File: src/rtl/core/msg_pkg.sv
`default_nettype none
// ----------------------------------------------------------------------------
// msg_pkg
// Shared types and constants of the multi-stop gradient sampler: stop entry
// layout, colour vectors, operation and register codes, and the records
// that travel between the pipeline sections.
// ----------------------------------------------------------------------------
package msg_pkg;

  localparam int POS_W  = 16;
  localparam int CHAN_W = 8;
  localparam int NUM_CH = 4;
  localparam int PROD_W = CHAN_W + POS_W;
  localparam int QUOT_W = CHAN_W;
  localparam int REG_IDX_W = 3;

  // Input operation codes.
  localparam logic OP_WRITE  = 1'b0;
  localparam logic OP_SAMPLE = 1'b1;

  // Configuration register indexes.
  localparam logic [REG_IDX_W-1:0] REG_STOP_COUNT  = 3'd0;
  localparam logic [REG_IDX_W-1:0] REG_SOLID_RED   = 3'd1;
  localparam logic [REG_IDX_W-1:0] REG_SOLID_GREEN = 3'd2;
  localparam logic [REG_IDX_W-1:0] REG_SOLID_BLUE  = 3'd3;
  localparam logic [REG_IDX_W-1:0] REG_SOLID_ALPHA = 3'd4;

  localparam logic [CHAN_W-1:0] SOLID_ALPHA_RESET = 8'hFF;

  // Channel order inside a colour vector: 0 red, 1 green, 2 blue, 3 alpha.
  typedef logic [NUM_CH-1:0][CHAN_W-1:0] rgba_t;

  typedef struct packed {
    logic [POS_W-1:0] pos;
    rgba_t            color;
  } stop_t;

  // Interpolation operands: result = base +/- floor-adjusted mag*num/span.
  typedef struct packed {
    logic              valid;
    rgba_t             base;
    logic [NUM_CH-1:0] neg;
    rgba_t             mag;
    logic [POS_W-1:0]  num;
    logic [POS_W-1:0]  span;
  } lerp_op_t;

  // One step of the restoring divider.
  typedef struct packed {
    logic                          valid;
    rgba_t                         base;
    logic [NUM_CH-1:0]             neg;
    logic [NUM_CH-1:0][PROD_W-1:0] rem;
    logic [NUM_CH-1:0][QUOT_W-1:0] quot;
    logic [POS_W-1:0]              span;
  } div_op_t;

endpackage
`default_nettype wire

File: src/rtl/core/msg_div.sv
`default_nettype none
// ----------------------------------------------------------------------------
// msg_div
// Pipelined restoring divider, one quotient bit per stage for all four
// channels. The quotient never exceeds the channel delta, so eight stages
// cover it, most significant bit first.
// ----------------------------------------------------------------------------
module msg_div
  import msg_pkg::*;
(
  input  logic    clk,
  input  logic    rst,
  input  div_op_t din,
  output div_op_t dout
);

  div_op_t stg [QUOT_W+1];

  assign stg[0] = din;
  assign dout   = stg[QUOT_W];

  for (genvar s = 0; s < QUOT_W; s++) begin : g_step
    localparam int BIT = QUOT_W - 1 - s;

    logic [PROD_W-1:0] dsh;
    div_op_t           step_next;

    assign dsh = PROD_W'(stg[s].span) << BIT;

    always_comb begin
      step_next = stg[s];
      for (int c = 0; c < NUM_CH; c++) begin
        if (stg[s].rem[c] >= dsh) begin
          step_next.rem[c]       = stg[s].rem[c] - dsh;
          step_next.quot[c][BIT] = 1'b1;
        end
      end
    end

    always_ff @(posedge clk) begin
      if (rst) begin
        stg[s+1].valid <= 1'b0;
      end else begin
        stg[s+1].valid <= step_next.valid;
      end
      stg[s+1].base <= step_next.base;
      stg[s+1].neg  <= step_next.neg;
      stg[s+1].rem  <= step_next.rem;
      stg[s+1].quot <= step_next.quot;
      stg[s+1].span <= step_next.span;
    end
  end

endmodule
`default_nettype wire

File: config.mk
export PLATFORM = sky130hd
export DESIGN_NAME = msg_div
export DESIGN_NICKNAME = d
export VERILOG_FILES = /design/src/rtl/core/msg_pkg.sv /design/src/rtl/core/msg_div.sv
export SDC_FILE = /design/constraint.sdc
export NUM_CORES = 2
export LEC_CHECK = 0
export ABC_AREA = 1
export BUFFER_PORTS_ARGS = -buffer_cell sky130_fd_sc_hd__buf_2
export CORE_MARGIN = 4
export CORE_UTILIZATION = 30
export DETAILED_ROUTE_END_ITERATION = 10
export GPL_TIMING_DRIVEN = 0
export PLACE_DENSITY_LB_ADDON = 0.3
export SETUP_SLACK_MARGIN = 0.3
export SYNTH_ARGS = -nofsm -noshare
export SYNTH_HDL_FRONTEND = slang
export SYNTH_SLANG_ARGS = --single-unit
File: constraint.sdc
create_clock -name clk -period 1.9 [get_ports clk]
set_input_delay 0.095 -clock clk [delete_from_list [all_inputs] [get_ports clk]]
set_output_delay 0.095 -clock clk [all_outputs]
set_load 0.05 [all_outputs]
==> results.md <==
- The root buffer cell is sky130_fd_sc_hd__clkbuf_16.
- In this run the number of H-tree levels came out at 4.
- The count of different cell masters after synthesis is 42.
- The synthesis-stage register bit count is 1,448.
- Routability-driven placement finished with a final weighted congestion of 0.952.
- The type of origin of the critical path is a flop.
- After synthesis, the most frequently instantiated cells are sky130_fd_sc_hd__nand2_1, sky130_fd_sc_hd__inv_1, sky130_fd_sc_hd__dfxtp_1, sky130_fd_sc_hd__nor2_1, sky130_fd_sc_hd__nand3_1.
- The sequential share of the synthesized area is 0.378.
- Clock tree synthesis inserted a total of 162 buffers.
- At the worst endpoint, the arrival time is 2.97 ns.
- The number of nets in the synthesized netlist is 11,969.
- The internal power of the cells totals 0.101 W.
- The worst setup path is captured at a flop.
- The multiplexer share of the synthesized area is 0.
- The fraction of power consumed by the clock network is 0.185.
- Together, buffers and inverters on the worst path number 4.
- Counting flops with a built-in enable in the synthesized netlist gives 0.
- The remaining global-route overflow is 0.
- Across every metal layer, demand over resource in global routing totals 0.176.
- Detailed placement finished with a half-perimeter wire length of 192,000 µm.
- The floorplan step defined a die boundary enclosing 264,000 µm².
- The deepest clock path buffer count is 3.
- The via count of the first global-routing pass is 66,333.
- In this run the count of I/O pins placed on the die edge is 364.
- After synthesis the cells add up to 76,700 µm².
- Of the total power, the share spent switching nets is 0.444.
- The dominant cell by count in the synthesized netlist is sky130_fd_sc_hd__nand2_1.
- The largest family of logic cells by synthesized area is simple AND/OR/NAND/NOR gates.
- Once detail routing completed, the nets flagged for antenna violations numbered 0.
- The share of the synthesized area in the top cell type is 0.378.
- On the final layout, the worst clock skew is 0.0646 ns.
- In this design, the stage delay of the slowest critical-path cell is 0.37 ns.
- The tightest hold margin is 0.104 ns.
- The initial antenna violation count is 4.
- The first detailed-routing pass ran for 6 iterations.
- The cell with the largest stage delay on the worst path is sky130_fd_sc_hd__dfxtp_4.
- The floorplan has 185 rows.
- The combinational fraction of design power is 0.552.
- The post-synthesis simple-gate area fraction is 0.338.
- For this design, the sink count on the clock tree is 1,448.
- Entering global routing, the biggest net connects 17 pins.
- Dividing total power by cell area gives a power density of 1640 nW/µm².
- At the end of the flow the core is filled with cells to 0.437.
- After detailed routing, the number of vias per cell comes to 4.56.
- Of the total power, registers draw 0.263.
- The number of placed instances with taps included is 14,970.
- The final wirelength is 256,000 µm.
- Adding up every negative setup slack in the final design gives -139.79 ns.
- In the finished design, the share of the clock period the worst path needs comes to 1.20.
- Walking the worst path, the cells encountered are clkinvlp_4, buf_4, buf_6, ha_4, nand2_2, nand2_2, a21oi_4, nand2_2, nand2_2, nand3_4, buf_6, or2_4.
- Setup slack on the critical path of the routed design comes to -0.389 ns.
- TritonCTS built the clock tree.
- Setup repair after global routing could not meet its margin everywhere.
- In this run the worst path has a maximum fanout of 4.
- The biggest area contributor in the post-synthesis netlist is sky130_fd_sc_hd__dfxtp_1.
- The post-route minimum period is 2.29 ns.
- In the routed design, unresolved DRC markers number 0.
- The detailed router finished its first iteration with 5,158 violations.
- After clock tree synthesis, the clock-pin slew on the worst setup and hold paths is 0.06 ns.
- In this run the static leakage power is 53.2 nW.
- The instance count of the mapped netlist is 11,242.
- The first global-routing pass estimated 367,000 µm of wire.
- The peak clock frequency supported by timing is 0.437 GHz.
- The post-synthesis area per instance is 6.82 µm².
- In the final layout, the share of cells above drive strength 1 is 0.281.
- Summing over every cut layer, the via total after detailed routing is 74,075.
- The min-delay analysis places its worst path in the category in2reg.
- Data on the critical path is required at its endpoint by 2.58 ns.
- The count of final setup violators is 637.
- Dividing the detail-routed wire length by the instance count gives 15.7 µm.
- The finished layout holds 16,255 standard cells, fillers aside.
- By startpoint and endpoint, the worst setup path is classified as reg2reg.
- The fraction of the mapped netlist area in compound gates was 0.0547.
- The cell that appears most often on the critical path is sky130_fd_sc_hd__nand2_2.
- The power after layout is 0.182 W.
- In the synthesized netlist the dominant register cell turns out to be sky130_fd_sc_hd__dfxtp_1.
- Counting the fill cells in the layout gives 24,977.
- The area growth from synthesis to layout is 44.8%.
- The antenna diode count is 0.
- After synthesis, the cell types taking the most area are sky130_fd_sc_hd__dfxtp_1, sky130_fd_sc_hd__nand2_1, sky130_fd_sc_hd__ha_1.
- The worst pin sits at a relative slew slack of 0.616.
- The tool flagged a number of max-cap violations equal to 0.
- The die is 514 µm wide.
- For the pin with the worst max-slew slack, the measured transition is 0.575 ns.
- The run finished, with violations left.
- For this configuration, the core starts out at a cell density of 0.302.
- The checks that failed: setup timing.
- The worst vdd rail ir drop is 1140 µV.
- The clock latency reported for the late side of the worst-skew pair is 0.85 ns.
- The count of nets after finishing is 13,481.
- The kind of cell adding the most delay to the critical path is simple AND/OR/NAND/NOR gates.
- The fraction of synthesized cell area in xor and xnor cells is 0.0310.
- The total number of yosys warnings is 0.
- After floorplanning, the core was sized to cover 254,000 µm².
- The fraction of registers with async set/reset is 0.
- The number of failing hold endpoints at the final stage is 0.
- The chip height is 514 µm.
- The switching component of the power is 0.0808 W.
- Input and output buffers added on the ports amount to 362.
- The final max-slew violation count is 0.
- The arithmetic-cell share of the synthesized area counting full adders, half adders and majority gates is 0.0919.
stage by stage:
step                      instance area, µm²  setup slack (ns)
after floorplan                        77700           -0.0123
after global placement                 83700             -1.17
after detailed placement               83700             -1.11
after CTS                              98100            -0.379
after global routing                  111000            -0.451
final                                 111000            -0.389
timing repair:
action / in CTS / in global routing
resized for setup: 635 / 2232
pin swaps: 59 / 496
hold buffers: 347 / 0
gates cloned: 2 / 62
hold endpoints to repair: 188 / 0
setup buffers: 198 / 377
setup endpoints to repair: 797 / 864
power by group through the flow:
stage          clock [W]  sequential, W  combinational [W]
3_3_place_gp           0         0.0460             0.0739
6_report          0.0337         0.0478              0.100
2_1_floorplan          0         0.0428             0.0569
3_5_place_dp           0         0.0460             0.0740
5_1_grt           0.0360         0.0484              0.110
4_1_cts           0.0349         0.0461             0.0795
worst paths after layout:
check,startpoint,end,slack (ns),cells after the start
worst min register to register,g_step[1].step_next[19]$_DFF_P_,g_step[2].step_next[19]$_DFF_P_,0.29,0
worst min-delay path,din[143],stg[1410]$_DFF_P_,0.10,4
worst max register to register,g_step[1].dsh[13]$_DFF_P_,g_step[2].step_next[38]$_SDFF_PP1_,-0.39,12
worst max-delay path,g_step[1].dsh[13]$_DFF_P_,g_step[2].step_next[38]$_SDFF_PP1_,-0.39,12
worst reg2reg max path: stages, from the launching register on:
cell and delay, ns:
sky130_fd_sc_hd__dfxtp_4 0.37, sky130_fd_sc_hd__clkinvlp_4 0.18, sky130_fd_sc_hd__buf_4 0.19, sky130_fd_sc_hd__buf_6 0.11, sky130_fd_sc_hd__ha_4 0.25, sky130_fd_sc_hd__nand2_2 0.06, sky130_fd_sc_hd__nand2_2 0.08, sky130_fd_sc_hd__a21oi_4 0.15
sky130_fd_sc_hd__nand2_2 0.08, sky130_fd_sc_hd__nand2_2 0.08, sky130_fd_sc_hd__nand3_4 0.15, sky130_fd_sc_hd__buf_6 0.16, sky130_fd_sc_hd__or2_4 0.28
layout make-up:
class / count / area [µm²] / share of cell area
Timing Repair inverter: 1 / 6.26 / 0.0000564
Timing Repair Buffer: 1347 / 12100 / 0.109
Multi-Input combinational cell: 7896 / 50100 / 0.451
Tap cell: 3366 / 4210 / 0.0379
Sequential cell: 1448 / 29300 / 0.264
Buffer: 289 / 2880 / 0.0260
Clock inverter: 89 / 1380 / 0.0124
Inverter: 1609 / 6530 / 0.0588
Clock buffer: 210 / 4560 / 0.0410
cells by family (layout without fill, tap and decap cells):
group                      count (synthesis)  in the layout
AOI/OAI and AO/OA                        796            796
xor gates and xnor gates                 271            271
adders and majority gates                544            544
buffers and inverters                   1898           3545
DFF                                     1448           1448
and+or+nand+nor                         6285           6285
state kept, by name, summed over array words and instances (netlist names):
name              cells
g_step.step_next    455
g_step.dsh          112
dout                181
stg                 700
placed cells by master (no fill, tap or decap), drive strengths merged, types with 4 or more instances in the layout:
cell and instances:
or2 43, clkbuf 270, and3 6, fa 32
ha 512, o21a 5, buf 1229, nand4 101
nor3 99, nand3 735, clkinvlp 77, a21o 4
dlygate4sd3 347, o21ai 298, bufinv 22, dfxtp 1448
xnor2 122, xor2 149, o21bai 20, inv 1559
nand3b 159, nor4 10, and2 27, nand2 4218
a21oi 465, clkinv 41, nor2 886
layer usage:
layer  global-route usage  vias up  part of all wire
li1                     -    37930                 -
met1                0.240    33572              0.46
met2                0.283     2035              0.45
met3               0.0230      536             0.051
met4               0.0661        2             0.047
met5                    0        -          0.000051
No activity file was read; power rests on OpenSTA's default activity.
