==> config.mk <==
export PLATFORM = sky130hd
export DESIGN_NAME = msg_mul
export DESIGN_NICKNAME = d
export VERILOG_FILES = /design/src/rtl/core/msg_pkg.sv /design/src/rtl/core/msg_mul.sv
export SDC_FILE = /design/constraint.sdc
export NUM_CORES = 1
export LEC_CHECK = 0
export BUFFER_PORTS_ARGS = -buffer_cell sky130_fd_sc_hd__buf_2
export CORE_MARGIN = 1
export CORE_UTILIZATION = 45
export DETAILED_ROUTE_END_ITERATION = 16
export PLACE_DENSITY = 0.68
export REMOVE_ABC_BUFFERS = 1
export SLEW_MARGIN = 20
export SYNTH_ARGS = -nofsm -noshare
export SYNTH_HDL_FRONTEND = slang
export SYNTH_SLANG_ARGS = --single-unit
==> constraint.sdc <==
create_clock -name clk -period 4.5 [get_ports clk]
set_input_delay 0.45 -clock clk [delete_from_list [all_inputs] [get_ports clk]]
set_output_delay 0.45 -clock clk [all_outputs]
set_load 0.02 [all_outputs]
==> src/rtl/core/msg_pkg.sv <==
`default_nettype none
// ----------------------------------------------------------------------------
// msg_pkg
// Shared types and constants of the multi-stop gradient sampler: stop entry
// layout, colour vectors, operation and register codes, and the records
// that travel between the pipeline sections.
// ----------------------------------------------------------------------------
package msg_pkg;

  localparam int POS_W  = 16;
  localparam int CHAN_W = 8;
  localparam int NUM_CH = 4;
  localparam int PROD_W = CHAN_W + POS_W;
  localparam int QUOT_W = CHAN_W;
  localparam int REG_IDX_W = 3;

  // Input operation codes.
  localparam logic OP_WRITE  = 1'b0;
  localparam logic OP_SAMPLE = 1'b1;

  // Configuration register indexes.
  localparam logic [REG_IDX_W-1:0] REG_STOP_COUNT  = 3'd0;
  localparam logic [REG_IDX_W-1:0] REG_SOLID_RED   = 3'd1;
  localparam logic [REG_IDX_W-1:0] REG_SOLID_GREEN = 3'd2;
  localparam logic [REG_IDX_W-1:0] REG_SOLID_BLUE  = 3'd3;
  localparam logic [REG_IDX_W-1:0] REG_SOLID_ALPHA = 3'd4;

  localparam logic [CHAN_W-1:0] SOLID_ALPHA_RESET = 8'hFF;

  // Channel order inside a colour vector: 0 red, 1 green, 2 blue, 3 alpha.
  typedef logic [NUM_CH-1:0][CHAN_W-1:0] rgba_t;

  typedef struct packed {
    logic [POS_W-1:0] pos;
    rgba_t            color;
  } stop_t;

  // Interpolation operands: result = base +/- floor-adjusted mag*num/span.
  typedef struct packed {
    logic              valid;
    rgba_t             base;
    logic [NUM_CH-1:0] neg;
    rgba_t             mag;
    logic [POS_W-1:0]  num;
    logic [POS_W-1:0]  span;
  } lerp_op_t;

  // One step of the restoring divider.
  typedef struct packed {
    logic                          valid;
    rgba_t                         base;
    logic [NUM_CH-1:0]             neg;
    logic [NUM_CH-1:0][PROD_W-1:0] rem;
    logic [NUM_CH-1:0][QUOT_W-1:0] quot;
    logic [POS_W-1:0]              span;
  } div_op_t;

endpackage
`default_nettype wire

==> src/rtl/core/msg_mul.sv <==
`default_nettype none
// ----------------------------------------------------------------------------
// msg_mul
// Multiply stage: scales each channel delta by the offset into the span,
// producing the dividend for the divider.
// ----------------------------------------------------------------------------
module msg_mul
  import msg_pkg::*;
(
  input  logic     clk,
  input  logic     rst,
  input  lerp_op_t lerp,
  output div_op_t  prod
);

  always_ff @(posedge clk) begin
    if (rst) begin
      prod.valid <= 1'b0;
    end else begin
      prod.valid <= lerp.valid;
    end
    prod.base <= lerp.base;
    prod.neg  <= lerp.neg;
    prod.span <= lerp.span;
    prod.quot <= '0;
    for (int c = 0; c < NUM_CH; c++) begin
      prod.rem[c] <= PROD_W'(lerp.mag[c]) * PROD_W'(lerp.num);
    end
  end

endmodule
`default_nettype wire

==> run_results.csv, run 1 <==
group,metric,value,unit
drt,vias_per_cell,4.874,
timing,hold-worst-slack,0.08888,ns
power,finalPower,13.40,mW
power,ir_worst_vdd,326.8,µV
global_routing,grt_use_total,21.83,%
hold_path,min_delay_path_depth,1,
drt,drc,0,
floorplan,core_area,0.04232,mm²
hold_path,hold_start,"lerp[2]",
setup_path,critPathLaunch,"lerp[58]",
place,dp_slack,-0.4985,ns
global_routing,antenna_found_initial,1,
synth,ys_ff_latch,149,
synth,synth_area_per_cell,9.429,µm²
floorplan,die_w,210.0,µm
clock_network,clockRootBuffer,"clkbuf_16",
layout,final_common_cell,"and2_1",
synth,async_reset_ff_share,0,%
floorplan,row_count,75,
run,cap_violations,0,
hold_path,hold_end,"prod[2]",
layout,layout_common_cells,"439 x and2_1, 385 x inv_1, 336 x fa_1, 244 x buf_2, 220 x buf_4",
clock_network,cts_tree,"built",
global_routing,grt_pass1_vias,16260,
timing,period_share,97.13,%
drt,wl,45340,µm
global_routing,grt_pass1_wl,76590,µm
global_routing,grt_max_degree,22,
timing,final_max_slew_viol_count,0,
layout,area_delta_synth_final,20.48,%
layout,finalInstanceArea,0.02345,mm²
synth,synth_area,0.01946,mm²
floorplan,pin_count,284,
place,dp_hpwl,37900,µm
clock_network,numCtsBuffers,17,
place,placed_area,0.02270,mm²
setup_path,cp_max_fo,7,
layout,drive_above_1_share,21.47,%
timing,tns,0,ns
place,gp_congestion,0.8417,
synth,synth_warnings,0,
drt,antenna_left,0,
drt,dr.pass1.iters,5,
status,status,"finished clean",
setup_path,setup.worst_path.start_class,"primary input",
setup_path,crit_type,"in2reg",
place,port_buffers,251,
setup_path,path_cells,"buf_2 -> and2_1 -> fa_1 -> fa_1 -> fa_1 -> inv_1 -> fa_1 -> inv_1 -> ha_1 -> a21o_1 -> a221o_1 -> a21o_1 -> a21oi_4 -> o21bai_2 -> or4_1 -> nand4_1",
layout,nNetsFinal,3084,
layout,regMostFlops,"prod",
layout,top_regs,"prod: 149 flops",
synth,dominantRegCellSynth,"dfxtp_1",
floorplan,die_y,210.0,µm
layout,largest_register_ffs,149,
floorplan,start_util,45.99,%
clock_network,max-clock-path-buffers,2,
place,dp.cells,3027,
drt,vias,14910,
hold_path,hp-class,"in2reg",
layout,num_antenna_cells,0,
synth,ys_types,56,
clock_network,postCtsSetupRepairBufs,0,
synth,synth-edff-count,0,
setup_path,worst_setup_path_end_kind,"flip-flop",
setup_path,cp_slowest_stage_delay,0.52,ns
clock_network,htree_num_levels,4,
drt,drtIter0Drc,555,
power,power.leakage,12.31,nW
setup_path,slowest_stage,"fa_1",
clock_network,clk_pin_slew,0.07,ns
timing,worst_slack,0.1293,ns
setup_path,timing.critical_path.required,4.90,ns
layout,final_core_util,55.40,%
timing,finalHoldViolCount,0,
power,p_per_area,571.6,mW/mm²
timing,rsz0062_at_grt,"yes",
timing,post-route-min-period,4.371,ns
synth,yosysSeqAreaShare,15.33,%
global_routing,grt-ovfl-total,0,
timing,setup_viol,0,
layout,fin_cells,3059,
setup_path,cpMostUsedCell,"fa_1",
floorplan,die_area,0.04409,mm²
clock_network,cts_sinks,149,
setup_path,arrival,4.77,ns
timing,fmax,228.8,MHz
synth,synth_cells,2064,
drt,avgRoutedWirePerCell,14.82,µm
## worst max-delay path: cells and delay by family
kind / cells / cell delay, ns
compound gates: 5 / 1.04
fa+ha+maj: 5 / 2.32
buf+inv: 3 / 0.26
simple gates: 3 / 0.69
## routing by layer
layer	GRT usage, %	vias to the layer above	wire (µm)
met4	6.519	2	884
met5	0	-	10
li1	-	6987	-
met1	24.99	7515	17980
met2	41.15	346	24340
met3	3.829	61	2118
## how the worst max path moves through the flow
| stage | to | slack, ns | cells after the start |
|---|---|---|---|
| 6_report | prod[141] | 0.13 | 16 |
| 5_1_grt | prod[118] | -0.03 | 17 |
| 4_1_cts | prod[118] | 0.02 | 18 |
| 3_5_place_dp | prod[70] | -0.50 | 16 |
| 3_3_place_gp | prod[70] | -0.33 | 16 |
| 2_1_floorplan | prod[141] | 0.05 | 15 |
## timing repair
item                                    4_1_cts  5_1_grt
hold buffers                                  0        0
gates resized for setup                       2       33
endpoints found under the setup margin        2       28
pin swaps                                     0       11
## report_power, final
group          leakage [nW]  switching, mW  internal, mW  total (mW)
clock network         0.290          0.644         0.808        1.45
logic                  10.8           5.27          4.73        10.0
registers              1.26          0.113          1.84        1.96
total                  12.3           6.02          7.38        13.4
## cells in the mapped netlist (2+ instances only)
library cell  number  area, µm²
a21oi_1           58      290.3
and4_1             2      17.52
fa_1             336       6726
o31ai_1            4      30.03
o31a_1             2      17.52
dfxtp_1          149       2983
nor2b_1           11      68.82
a21o_1            31      232.7
a31o_2             2      17.52
a2111oi_0          2      17.52
a221oi_1           2      17.52
o21ai_1           19      95.09
or3_1              2      12.51
nor3_1            12      60.06
o21bai_1          11      82.58
clkbuf_1          89      334.1
and2_1           439       2746
nor2_1            29      108.9
a311oi_1           3      26.28
inv_1            385       1445
nand2_1          100      375.4
ha_1             176       2202
o21ai_0           13      65.06
xnor2_1           50      437.9
nand3_1            9      45.04
buf_4             32      240.2
xor2_1            27      236.5
nand4_1            8      50.05
o21a_1             7      52.55
o211ai_1           5      37.54
nand2b_1           7      43.79
and3_1             5      31.28
a31oi_1           10      62.56
a211oi_1           5      37.54
## cell families after synthesis
logic type | count (synthesis) | synth area share, %
AND/OR/NAND/NOR | 631 | 18.58
adder cells (fa/ha/maj) | 512 | 45.88
buffers and inverters | 506 | 10.38
AO/OA/AOI/OAI | 188 | 6.358
flip-flops | 149 | 15.33
XOR/XNOR | 77 | 3.465
other | 1 | 0.01927
## area by class of cell
type	count	area (µm²)
fill	3849	18870
clock inverter	13	137.6
tap	577	721.9
sequential	149	2983
timing repair buffer	476	3003
clock buffer	19	452.9
multi-input combinational	1440	14700
inverter	385	1445
No activity file was read; power rests on OpenSTA's default activity.
==> run 2: changes to the inputs <==
- ABC_AREA: default -> 1
- PLACE_DENSITY: 0.68 -> 0.67
==> run 2 against run 1 <==
The flow now finishes with violations (design-rule violations). Fmax up 6.8%. Sequential share of layout area down 0.48 points. Sequential power about the same. Die area up 11%. Total power down 0.49%. Worst setup slack better by 0.28 ns. Area after synthesis up 12%. Critical path type unchanged. Highest routed layer is now met4.
==> run_results.csv, run 2 <==
group,metric,value,unit
floorplan,row_count,80,
clock_network,cts_resized,0,
timing,setup_viol,0,
setup_path,arrival,4.47,ns
drt,antenna_left,0,
status,status,"finished, violations left",
layout,regMostFlops,"prod",
synth,yosys.area.top_type,"fa_1",
clock_network,cts_sinks,149,
timing,worst_slack,0.4090,ns
layout,fin_cells,3927,
timing,finalHoldViolCount,0,
power,ir_worst_vdd,401.0,µV
place,placed_area,0.02375,mm²
layout,layout_common_cells,"985 x inv_1, 938 x nand2_1, 336 x fa_1, 251 x buf_2, 176 x ha_1",
drt,avgRoutedWirePerCell,13.05,µm
synth,synth_common_cells,"985 x inv_1, 938 x nand2_1, 336 x fa_1, 176 x ha_1, 149 x dfxtp_1",
setup_path,timing.critical_path.required,4.87,ns
setup_path,cp_max_fo,21,
layout,top_regs,"prod: 149 flops",
drt,vias,17590,
place,dp_slack,-0.1036,ns
clock_network,postCtsHoldBufs,0,
drt,drtIter0Drc,839,
timing,worst_slew_pin_slew,0.6914,ns
synth,yosysTopAreaCellShare,30.99,%
layout,num_antenna_cells,0,
timing,period_share,90.91,%
floorplan,core_area,0.04765,mm²
place,port_buffers,251,
drt,wl_met1,24290,µm
power,p_per_area,547.2,mW/mm²
power,power.leakage,16.45,nW
layout,area_delta_synth_final,12.29,%
floorplan,pin_count,284,
layout,nNetsFinal,3914,
synth,dominantRegCellSynth,"dfxtp_1",
floorplan,die_area,0.04912,mm²
layout,finalInstanceArea,0.02437,mm²
drt,topRoutingLayerUsed,"met4",
global_routing,antenna_found_initial,0,
synth,async_reset_ff_share,0,%
timing,tns,0,ns
floorplan,die_w,221.6,µm
synth,synth_area,0.02171,mm²
floorplan,die_y,221.6,µm
global_routing,grt_pass1_wl,88570,µm
synth,synth_area_per_cell,7.054,µm²
floorplan,start_util,45.56,%
setup_path,worst_setup_path_end_kind,"flip-flop",
synth,ys_types,28,
drt,drc,1,
setup_path,crit_type,"in2reg",
timing,rsz0062_at_grt,"no",
timing,maxSlewHeadroom,53.90,%
place,dp_hpwl,40760,µm
place,dp.cells,3895,
clock_network,htree_num_levels,4,
clock_network,postCtsSetupRepairBufs,0,
clock_network,clockRootBuffer,"clkbuf_16",
timing,post-route-min-period,4.091,ns
setup_path,setup.worst_path.start_class,"primary input",
layout,n_fill_cell,4737,
drt,vias_per_cell,4.480,
global_routing,grt_max_degree,33,
hold_path,hp-class,"in2reg",
synth,yosysMostFrequentCell,"inv_1",
status,failed_checks,"design-rule violations",
timing,fmax,244.4,MHz
synth,ys_ff_latch,149,
layout,largest_register_ffs,149,
synth,synth_cells,3077,
clock_network,numCtsBuffers,17,
place,gp_congestion,0.9043,
clock_network,max-clock-path-buffers,2,
timing,final_max_slew_viol_count,0,
global_routing,grt_use_total,22.52,%
global_routing,grt_pass1_vias,17950,
synth,synth_warnings,0,
drt,dr.pass1.iters,10,
synth,synth-edff-count,0,
drt,route.met2.wl,23720,µm
drt,met3_length,2410,µm
layout,final_common_cell,"inv_1",
synth,yosysSeqAreaShare,13.74,%
drt,wl,51240,µm
clock_network,cts_tree,"built",
clock_network,clk_pin_slew,0.07,ns
timing,hold-worst-slack,0.06004,ns
layout,drive_above_1_share,11.14,%
run,cap_violations,0,
global_routing,grt-ovfl-total,0,
synth,synth.area.top_cells,"fa_1 31%, inv_1 17%, nand2_1 16%",
==> run 2: layout make-up <==
type,count,area [µm²],share of cell area (%)
multi-input cells,1828,14470,59.38
inverters,987,3705,15.20
flip-flops and latches,149,2983,12.24
repair buffers,316,1819,7.464
well taps,615,769.5,3.157
clock buffers,20,456.7,1.874
clock inverters,12,166.4,0.6828
==> run 2: path summary, 6_finish.rpt <==
kind	startpoint	endpoint	cells after the start
setup / recovery	lerp[28]	prod[118]	17
hold / removal	lerp[91]	prod[171]	1
==> run 2: logic make-up (layout without fill, tap and decap cells) <==
family                     after synthesis  after routing  share of synthesized area, %
AOI/OAI and AO/OA                       75             75                         1.914
xor gates and xnor gates                43             43                         1.735
adders and majority gates              512            512                         41.13
buffers and inverters                 1131           1335                         20.11
DFF                                    149            149                         13.74
other                                    1             32                       0.01728
and+or+nand+nor                       1166           1166                         21.35
==> run 2: power breakdown <==
| group | switching (mW) | leakage, nW | internal (mW) |
|---|---|---|---|
| Clock | 0.691 | 0.304 | 0.912 |
| Combinational | 6.21 | 14.9 | 3.57 |
| Sequential | 0.125 | 1.26 | 1.83 |
| Total | 7.02 | 16.5 | 6.31 |
==> run 2: layer usage <==
| layer | GRT usage [%] | vias to the layer above |
|---|---|---|
| li1 | - | 8927 |
| met1 | 30.06 | 8225 |
| met2 | 37.50 | 405 |
| met3 | 3.803 | 35 |
| met4 | 6.429 | 0 |
| met5 | 0 | - |
==> run 2: worst max-delay path, cell delays in order <==
cell and delay, ns:
buf_2 0.49, buf_4 0.23, nand2_1 0.05, inv_1 0.08
fa_1 0.43, fa_1 0.47, fa_1 0.52, inv_1 0.05
fa_1 0.47, inv_1 0.04, ha_1 0.34, a21oi_1 0.25
nand2_1 0.11, a21oi_1 0.23, nand3_1 0.10, nand2_1 0.06
nand2_1 0.05
==> run 2: per-stage QoR <==
stage	util (%)	total power, mW
5_1_grt	51.16	15.05
6_report	51.16	13.34
4_1_cts	51.16	13.48
3_3_place_gp	49.85	11.68
2_1_floorplan	-	9.069
3_5_place_dp	49.85	11.75
